==> config.mk <==
export PLATFORM = sky130hd
export DESIGN_NAME = wwas_div
export DESIGN_NICKNAME = d
export VERILOG_FILES = /design/src/design/wwas_pkg.sv /design/src/design/wwas_div.sv
export SDC_FILE = /design/constraint.sdc
export NUM_CORES = 1
export LEC_CHECK = 0
export ABC_AREA = 1
export BUFFER_PORTS_ARGS = -buffer_cell sky130_fd_sc_hd__buf_2
export CAP_MARGIN = 5
export CORE_MARGIN = 2
export CORE_UTILIZATION = 53
export CTS_CLUSTER_DIAMETER = 60
export DETAILED_ROUTE_END_ITERATION = 16
export PLACE_DENSITY = 0.74
export REMOVE_ABC_BUFFERS = 1
export SYNTH_ARGS = -nofsm -noshare
export SYNTH_HDL_FRONTEND = slang
export SYNTH_SLANG_ARGS = --single-unit
export TNS_END_PERCENT = 30
==> constraint.sdc <==
create_clock -name clk -period 3.82 [get_ports clk]
set_clock_uncertainty 0.05 [all_clocks]
set_input_delay 0.764 -clock clk [delete_from_list [all_inputs] [get_ports clk]]
set_output_delay 0.764 -clock clk [all_outputs]
set_load 0.01 [all_outputs]
==> src/design/wwas_pkg.sv <==
// shared constants and codes for the weighted window angle smoother
`default_nettype none
package wwas_pkg;
    localparam int PIX_W      = 24;
    localparam int BYTE_W     = 8;
    localparam int QUOT_W     = 8;
    localparam int POS_W      = 10;
    localparam int CFG_W      = 11;
    localparam int CFG_IDX_W  = 2;
    localparam int DEF_MAX_WIDTH  = 1024;
    localparam int DEF_MAX_RADIUS = 2;
    localparam int DEF_MAX_HEIGHT = 1024;
    localparam logic [CFG_W-1:0] RST_FRAME_WIDTH = 11'd640;
    localparam logic [1:0]       RST_RADIUS      = 2'd1;

    typedef enum logic [CFG_IDX_W-1:0] {
        CFG_FRAME_WIDTH = 2'd0,
        CFG_RADIUS      = 2'd1,
        CFG_ANGLES_ONLY = 2'd2
    } cfg_idx_t;
endpackage
`default_nettype wire

==> src/design/wwas_div.sv <==
// restoring divider, one quotient bit per cycle, quotient known to fit
`default_nettype none
module wwas_div #(
    parameter int DIVIDEND_W = 22,
    parameter int DIVISOR_W  = 13
) (
    input  wire logic                  clk,
    input  wire logic                  rst_n,
    input  wire logic                  start,
    input  wire logic [DIVIDEND_W-1:0] dividend,
    input  wire logic [DIVISOR_W-1:0]  divisor,
    output logic                       done,
    output logic [wwas_pkg::QUOT_W-1:0] quotient
);
    localparam int QW   = wwas_pkg::QUOT_W;
    localparam int CW   = $clog2(QW);
    localparam int WIDE = DIVIDEND_W + DIVISOR_W + QW;

    logic                  busy_reg;
    logic                  done_reg;
    logic [CW-1:0]         cnt_reg;
    logic [DIVIDEND_W-1:0] rem_reg;
    logic [DIVISOR_W-1:0]  den_reg;
    logic [QW-1:0]         q_reg;
    logic [WIDE-1:0]       trial;
    logic                  fits;

    assign trial = WIDE'(den_reg) << cnt_reg;
    assign fits  = WIDE'(rem_reg) >= trial;

    always_ff @(posedge clk or negedge rst_n)
    begin
        if (!rst_n)
        begin
            busy_reg <= 1'b0;
            done_reg <= 1'b0;
        end
        else if (start)
        begin
            busy_reg <= 1'b1;
            done_reg <= 1'b0;
        end
        else if (busy_reg)
        begin
            if (cnt_reg == '0)
            begin
                busy_reg <= 1'b0;
                done_reg <= 1'b1;
            end
        end
        else
        begin
            done_reg <= 1'b0;
        end
    end

    always_ff @(posedge clk)
    begin
        if (start)
        begin
            rem_reg <= dividend;
            den_reg <= divisor;
            q_reg   <= '0;
            cnt_reg <= CW'(QW - 1);
        end
        else if (busy_reg)
        begin
            if (fits)
            begin
                rem_reg <= DIVIDEND_W'(WIDE'(rem_reg) - trial);
                q_reg   <= q_reg | (QW'(1) << cnt_reg);
            end
            if (cnt_reg != '0)
            begin
                cnt_reg <= cnt_reg - CW'(1);
            end
        end
    end

    assign done     = done_reg;
    assign quotient = q_reg;
endmodule
`default_nettype wire

Yosys cells after proc, flatten, opt, wreduce, memory -nomap -nowiden

Index checks and enable logic that the tools add are counted.
Widths: inputs -> output; s select.

Logic and storage cells: 29
Output and inout port bits: 9
Register bits after elaboration: 48

Reductions and logical operators: 7
Shifts and indexed selects: 2
$lt $le $gt $ge: 1
Equality and inequality tests: 1
Multiplexer cells: 9
Add/subtract/negate cells: 2
Bitwise gates (word level): 1

Operators with widths:

| cell                | count |
|---|---|
| $mux 22             | 3 |
| $ge 22x43->1        | 1 |
| $shl 13x3->43       | 1 |
| $sub 22x22->22      | 1 |
| $or 8x8->8          | 1 |
| $shl 1x3->8 const A | 1 |
| $mux 1              | 6 |
| $reduce_and 2->1    | 3 |
| $reduce_bool 2->1   | 2 |
| $logic_not 3->1     | 1 |
| $ne 3x2->1 const B  | 1 |
| $reduce_bool 3->1   | 1 |
| $sub 3x1->3 const B | 1 |

Logic depth before layout (Yosys ltp)

Gate-level depths: netlist of run 1.

Word-level depth: 5
Gate-level depth with buffers: 22
Mapped depth without buffers: 20

Worst setup path before layout of run 1

No wires, ideal clock.

Kind: register -> register
Start point: reg cnt_reg[0]
End point: reg rem_reg[0], enable pin
Stages on the path, launching flop included: 19
Data arrival time: 2715 ps
Required time: 3391 ps
Slack: 676 ps
Setup time: 379 ps
Buffers on the path: 2
Path through: dfxtp_1 -> buf_2 -> inv_1 -> buf_2 -> nand2_1 -> nand3_1 -> o21ai_0 -> or2_2 -> ha_1 -> nand2_1 -> inv_1 -> nand2_1 -> nor2_2 -> nand2_1 -> nand3_2 -> nand2_2 -> nand3_4 -> nand2_1 -> nand2_1

Cells in the longest elaborated chain, start to end: 4

Ends and longest elaborated chain:

| what                               | RTL line       | RTL |
|---|---|---|
| start: declaration                 | wwas_div.sv:21 | `logic [CW-1:0] cnt_reg;` |
| start signal: assignment           | wwas_div.sv:64 | `cnt_reg <= CW'(QW - 1);` |
| start signal: assignment           | wwas_div.sv:75 | `cnt_reg <= cnt_reg - CW'(1);` |
| $shl 13x3->43                      | wwas_div.sv:28 | `assign trial = WIDE'(den_reg) << cnt_reg;` |
| $ge 22x43->1                       | wwas_div.sv:29 | `assign fits = WIDE'(rem_reg) >= trial;` |
| $reduce_bool 2->1 (no source line) | n/a            |  |
| $reduce_and 2->1 (no source line)  | n/a            |  |
| end signal: assignment             | wwas_div.sv:61 | `rem_reg <= dividend;` |
| end signal: assignment             | wwas_div.sv:70 | `rem_reg <= DIVIDEND_W'(WIDE'(rem_reg) - trial);` |
| end: declaration                   | wwas_div.sv:22 | `logic [DIVIDEND_W-1:0] rem_reg;` |

Every way passes these cells.
A chain may end at the register's enable or synchronous reset.

Worst setup path after layout of run 1

Start point: reg cnt_reg[1]
End point: reg rem_reg[2], enable pin

The elaborated chain is that of the path after synthesis.

==> results.toml, run 1 <==
[finish]
nets = 627
drive_gt1_share_pct = 19.1
layout_commonest_cell = "nand2_1"
antenna_cells = 0
syn_to_final_growth_pct = 10.9
final_cell_mix = "179 x nand2_1, 52 x inv_1, 46 x buf_2"
largest_register_ff_count = 22

[sta]
grt_setup_unrepaired = "false"
hold_viol = 0
setup_viol = 0
period_needed_ns = 3.48
fin_ws_ns = 0.337
fmax_ghz = 0.287
post-route-period-util_pct = 91.2
worstMarginPinSlew_ns = 0.637
relSlewSlack_pct = 57.5
finalMaxSlewViolations = 0
fin_tns_setup_ns = 0

[worst_setup_path]
cp_common_cell = "nand2_1"
rr_startpoint = "cnt_reg[1]"
max_stage_delay_ns = 0.55
critPathKind = "register to register"
crit_required_ns = 3.76
crit_slowest_cell = "dfxtp_1"
worstSetupEndpointType = "register"
crit_chain = "inv_1, nand3_1, o21ai_0, or2_2, ha_1, nand2_1, inv_1, nand2_1, nor2_2, nand2_1, nand3_2, nand2_2, nand3_4, nand2_1, nand2_1, buf_4"
endpoint = "rem_reg[2]"
startpoint_type = "register"
crit_start = "cnt_reg[1]"
r2r_setup_slack_ns = 0.34
cp_max_fo = 24
arrival_ns = 3.42
worstReg2RegEnd = "rem_reg[2]"
rr_worst_depth = 16

[die]
ioPinCount = 47
start_util_pct = 55.2
die_h_um = 88.3
die_w_um = 88.3
rows = 30
fp.coreArea_mm2 = 0.00683
fp.dieArea_mm2 = 0.00780

[yosys]
synth_flop_cell = "edfxtp_1"
async_flop_share_pct = 4.17
yosys_warnings = 0
postSynthCellCount = 522
ys_ff_latch = 48
synth_cell_types = 39
synth_area_leaders = "edfxtp_1 28%, nand2_1 18%, ha_1 8.3%, dfxtp_1 5.8%, inv_1 5.2%"
syn-cell-area_mm2 = 0.00377
yosys.area_share.simple_pct = 34.6
synth-compound-area-share_pct = 12.2
synth-adder-area-share_pct = 8.83
ys_seq_area_share_pct = 35.1
synth_edf_count = 35
syn_area_per_cell_um2 = 7.22
synth_top_family_by_area = "simple AND/OR/NAND/NOR gates"
synth_top_cell_by_area = "edfxtp_1"
synthMuxAreaShare_pct = 0.531
synth_top_area_share_pct = 27.9
synth_xor_area_share_pct = 0.930

[route]
ant_nets = 0
vias = 3424
wire_per_inst_um = 13.5
via_per_inst = 5.19
dr.pass1.iters = 4
drcViolationCount = 0
totalWireLength_um = 8930
drt_iter0_drc = 200

[clock_tree]
numCtsBuffers = 5
post-cts-setup-buffers = 0
clock_latency_ns = 0.31
cts_root_buffer = "clkbuf_8"
clk_pin_slew_ns = 0.09
cts_num_sinks = 48
htree_levels = 2
cts_tree = "built"
cts_resized = 0
ctsHoldBuffers = 0
cts_buffer_depth = 2

[power_and_ir_drop]
combPwrFrac_pct = 60.3
vdd_drop_max_mv = 0.339
power_switching_uw = 1380
p_per_area_mw_per_mm2 = 695
seqPwrFrac_pct = 28.1
p_int_uw = 1520
swShare_pct = 47.5
p_leak_uw = 0.00202
power_frac_clock_pct = 11.6

[grt]
grt_pass1_vias = 3146
grt_pass1_wl_um = 14400
antenna_found_initial = 0
grt_overflow = 0
grt_max_degree = 55
grt_use_total_pct = 23.6

[place]
hpwlAfterDp_um = 6950
portBuffers = 46
place_ws_ns = 0.397
gp_congestion = 0.972

[status]
outcome = "finished, final reports clean"

[hold_path]
hold_path.class = "input pin to async pin"

[job]
drv_cap = 0
-- worst min-delay path by stage --
stage / start / to / slack (ns) / depth (start not counted)
after floorplan: rst_n / busy_reg / 0.42 / 0
after global placement: quotient[0] / quotient[0] / 0.39 / 2
final: rst_n / busy_reg / 0.17 / 1
after global routing: rst_n / busy_reg / 0.16 / 1
after detailed placement: quotient[3] / quotient[3] / 0.40 / 2
after CTS: rst_n / busy_reg / 0.17 / 1
-- metrics by stage --
step	area (um2)	cells	hold slack [ns]	util, %	power [uW]
6_report	4180	660	0.171	61.2	2900
5_1_grt	4180	660	0.159	61.2	3160
4_1_cts	4180	660	0.168	61.2	2900
3_5_place_dp	4080	652	0.397	59.8	2560
3_3_place_gp	4080	652	0.395	59.8	2540
2_1_floorplan	3690	505	0.418	-	2160
-- cell type report --
cell class                      count  area, um2
Fill cell                         660       2650
Sequential cell                    48       1320
Multi-Input combinational cell    398       2150
Timing Repair Buffer               51        268
Clock inverter                      2       12.5
Clock buffer                        6       82.6
Inverter                           59        221
Tap cell                           96        120
-- layer usage --
layer | track usage, % | part of all wire (%)
met1 | 31.8 | 48
met2 | 37.7 | 44
met3 | 3.82 | 4.3
met4 | 9.92 | 3.7
met5 | 0 | 0
-- cell families (layout without fill, tap and decap cells) --
logic type	Yosys count	after routing
AOI/OAI and AO/OA	80	80
xor gates and xnor gates	4	4
adders and majority gates	26	26
buffers and inverters	76	118
DFF	48	48
muxes	2	2
and+or+nand+nor	286	286
-- worst max-delay path, delay by kind of cell, from the launching register on --
family                     cells  cell delay, ns
AOI/OAI and AO/OA              1            0.11
adders and majority gates      1            0.39
buffers and inverters          3            0.79
DFF                            1            0.55
and+or+nand+nor               11            1.25
-- Yosys cell counts, types with 3 or more instances --
| master | number |
|---|---|
| a21oi_1 | 22 |
| nand3b_1 | 5 |
| nor2_1 | 24 |
| o21ai_0 | 35 |
| o21ai_1 | 4 |
| clkbuf_1 | 11 |
| edfxtp_1 | 35 |
| inv_2 | 6 |
| nand3_2 | 11 |
| nor2_2 | 6 |
| nand2_1 | 179 |
| inv_1 | 52 |
| ha_1 | 25 |
| a21oi_2 | 9 |
| buf_2 | 5 |
| nand4_1 | 5 |
| dfxtp_1 | 11 |
| nand3_1 | 32 |
| nor3_1 | 4 |
| xnor2_1 | 3 |
| a31oi_1 | 3 |
| nand2_2 | 10 |
| or2_2 | 3 |
-- power by group through the flow --
stage	registers, uW	clock network [uW]	logic [uW]
after global routing	831	357	1980
final	815	335	1750
after detailed placement	826	0	1730
after floorplan	815	0	1340
after CTS	817	340	1740
after global placement	824	0	1710
No activity file was read; power rests on OpenSTA's default activity.
==> run 2: changes to the inputs <==
--- a/config.mk
+++ b/config.mk
@@ -5,7 +5,6 @@
 export SDC_FILE = /design/constraint.sdc
 export NUM_CORES = 1
 export LEC_CHECK = 0
-export ABC_AREA = 1
 export BUFFER_PORTS_ARGS = -buffer_cell sky130_fd_sc_hd__buf_2
 export CAP_MARGIN = 5
 export CORE_MARGIN = 2
==> results.toml, run 2 <==
[die]
rows = 29
fp.dieArea_mm2 = 0.00745
die_w_um = 86.3
start_util_pct = 55.6
die_h_um = 86.3
ioPinCount = 47
fp.coreArea_mm2 = 0.00646

[worst_setup_path]
critPathTopFamily = "compound AO/OA/AOI/OAI gates"
cp_max_fo = 22
crit_slowest_cell = "mux4_2"
critPathKind = "register to register"
max_stage_delay_ns = 0.57
crit_required_ns = 3.81
startpoint_type = "register"
crit_chain = "mux4_2, a22oi_1, ha_1, a21oi_1, o21ai_1, a32o_1, nor4_2, nand3_2, a21o_1, buf_4"
worstSetupEndpointType = "register"
path_buf_inv = 1
arrival_ns = 3.51

[power_and_ir_drop]
p_leak_uw = 0.00174
vdd_drop_max_mv = 0.424
p_per_area_mw_per_mm2 = 708

[finish]
largest_register_ff_count = 22
drive_gt1_share_pct = 18.0
final_cell_mix = "48 x nand2_1, 46 x buf_2, 35 x edfxtp_1"
nets = 490
multi_input_area_mm2 = 0.00214
regArea_mm2 = 0.00132
fill_cells = 565
antenna_cells = 0
layout_commonest_cell = "nand2_1"
post-route-cell-area_mm2 = 0.00399
syn_to_final_growth_pct = 11.2

[sta]
relSlewSlack_pct = 66.4
fin_tns_setup_ns = 0
period_needed_ns = 3.51
post-route-period-util_pct = 92.0
grt_setup_unrepaired = "false"
setup_viol = 0
finalMaxSlewViolations = 0
worstMarginPinSlew_ns = 0.503
fmax_ghz = 0.285
hold_viol = 0
fin_hold_ws_ns = 0.163

[route]
drt_iter0_drc = 186
ant_nets = 0
wire_per_inst_um = 17.5
dr.pass1.iters = 5
vias = 3146
drcViolationCount = 0
via_per_inst = 6.24
totalWireLength_um = 8830

[yosys]
synth_edf_count = 35
syn_area_per_cell_um2 = 9.28
yosysMostFrequentCell = "nand2_1"
ys_ff_latch = 48
ys_seq_area_share_pct = 36.8
async_flop_share_pct = 4.17
syn-cell-area_mm2 = 0.00359
yosys-top-cells-count = "48 x nand2_1, 35 x edfxtp_1, 31 x a21oi_1"
synth_flop_cell = "edfxtp_1"
yosys_warnings = 0
synth_top_area_share_pct = 29.3
postSynthCellCount = 387
synth_area_leaders = "edfxtp_1 29%, ha_1 8.7%, dfxtp_1 6.1%, nand2_1 5.0%, mux2i_1 4.5%"
synth_top_cell_by_area = "edfxtp_1"
synth_cell_types = 58

[hold_path]
hold_path.class = "input pin to async pin"

[clock_tree]
htree_levels = 2
cts_buffer_depth = 2
cts_num_sinks = 48
ctsHoldBuffers = 0
cts_tree = "built"
cts_root_buffer = "clkbuf_8"
numCtsBuffers = 5
clock_latency_ns = 0.31
clk_pin_slew_ns = 0.10

[grt]
grt_pass1_wl_um = 14400
grt_overflow = 0
antenna_found_initial = 0
grt_use_total_pct = 24.6
grt_pass1_vias = 2997
grt_max_degree = 38

[place]
hpwlAfterDp_um = 6590
portBuffers = 46
gp_congestion = 0.989
placed_area_mm2 = 0.00389

[job]
drv_cap = 0

[status]
outcome = "finished, final reports clean"
==> run 2: path summary, 6_finish.rpt <==
path                             start           to  slack (ns)  cells past startpoint
setup / recovery            cnt_reg[0]   rem_reg[0]        0.31                     10
setup reg to reg            cnt_reg[0]   rem_reg[0]        0.31                     10
hold / removal                   rst_n     busy_reg        0.16                      1
max in group asynchronous        rst_n         done        3.46                      1
min in group clk           quotient[0]  quotient[0]        0.42                      1
hold reg to reg            quotient[0]  quotient[0]        0.42                      1
==> run 2: cell type report <==
| type | instances | share of cell area (%) |
|---|---|---|
| multi-input combinational | 306 | 53.7 |
| sequential | 48 | 33.1 |
| timing repair buffer | 55 | 7.46 |
| tap | 77 | 2.41 |
| inverter | 10 | 0.940 |
| clock buffer | 6 | 2.07 |
| clock inverter | 2 | 0.345 |
==> run 2: report_power, final <==
group / total, uW / switching [uW] / internal [uW]
sequential: 826 / 73.9 / 752
clock: 339 / 190 / 149
combinational: 1660 / 988 / 672
==> run 2: timing repair <==
item                                    CTS  global route
setup buffers                             0             0
resized for setup                         0             1
endpoints found under the setup margin    0            22
==> run 2: cell families after synthesis <==
group | synth area share, %
and+or+nand+nor | 19.0
AOI/OAI and AO/OA | 21.4
DFF | 36.8
buffers and inverters | 3.55
adders and majority gates | 9.27
muxes | 7.60
xor gates and xnor gates | 2.44
==> run 2: layer usage <==
metal  track usage (%)  share of wire [%]
met5                 0                  0
met3              4.10                5.3
met1              34.0                 46
met4              6.68                1.4
met2              40.5                 47
==> run 2: worst reg2reg max path, stage by stage (launching register included) <==
cell and delay, ns:
dfxtp_2 0.46, mux4_2 0.57, a22oi_1 0.22, ha_1 0.34
a21oi_1 0.29, o21ai_1 0.20, a32o_1 0.30, nor4_2 0.25
nand3_2 0.13, a21o_1 0.20, buf_4 0.23
==> run 2: stage by stage <==
stage          utilization, %  total power (uW)  cells  setup slack, ns
2_1_floorplan               -              2070    364            0.199
3_3_place_gp             60.3              2440    496            0.291
3_5_place_dp             60.3              2470    496            0.222
4_1_cts                  61.8              2810    504            0.182
5_1_grt                  61.8              3060    504           0.0997
6_report                 61.8              2830    504            0.307
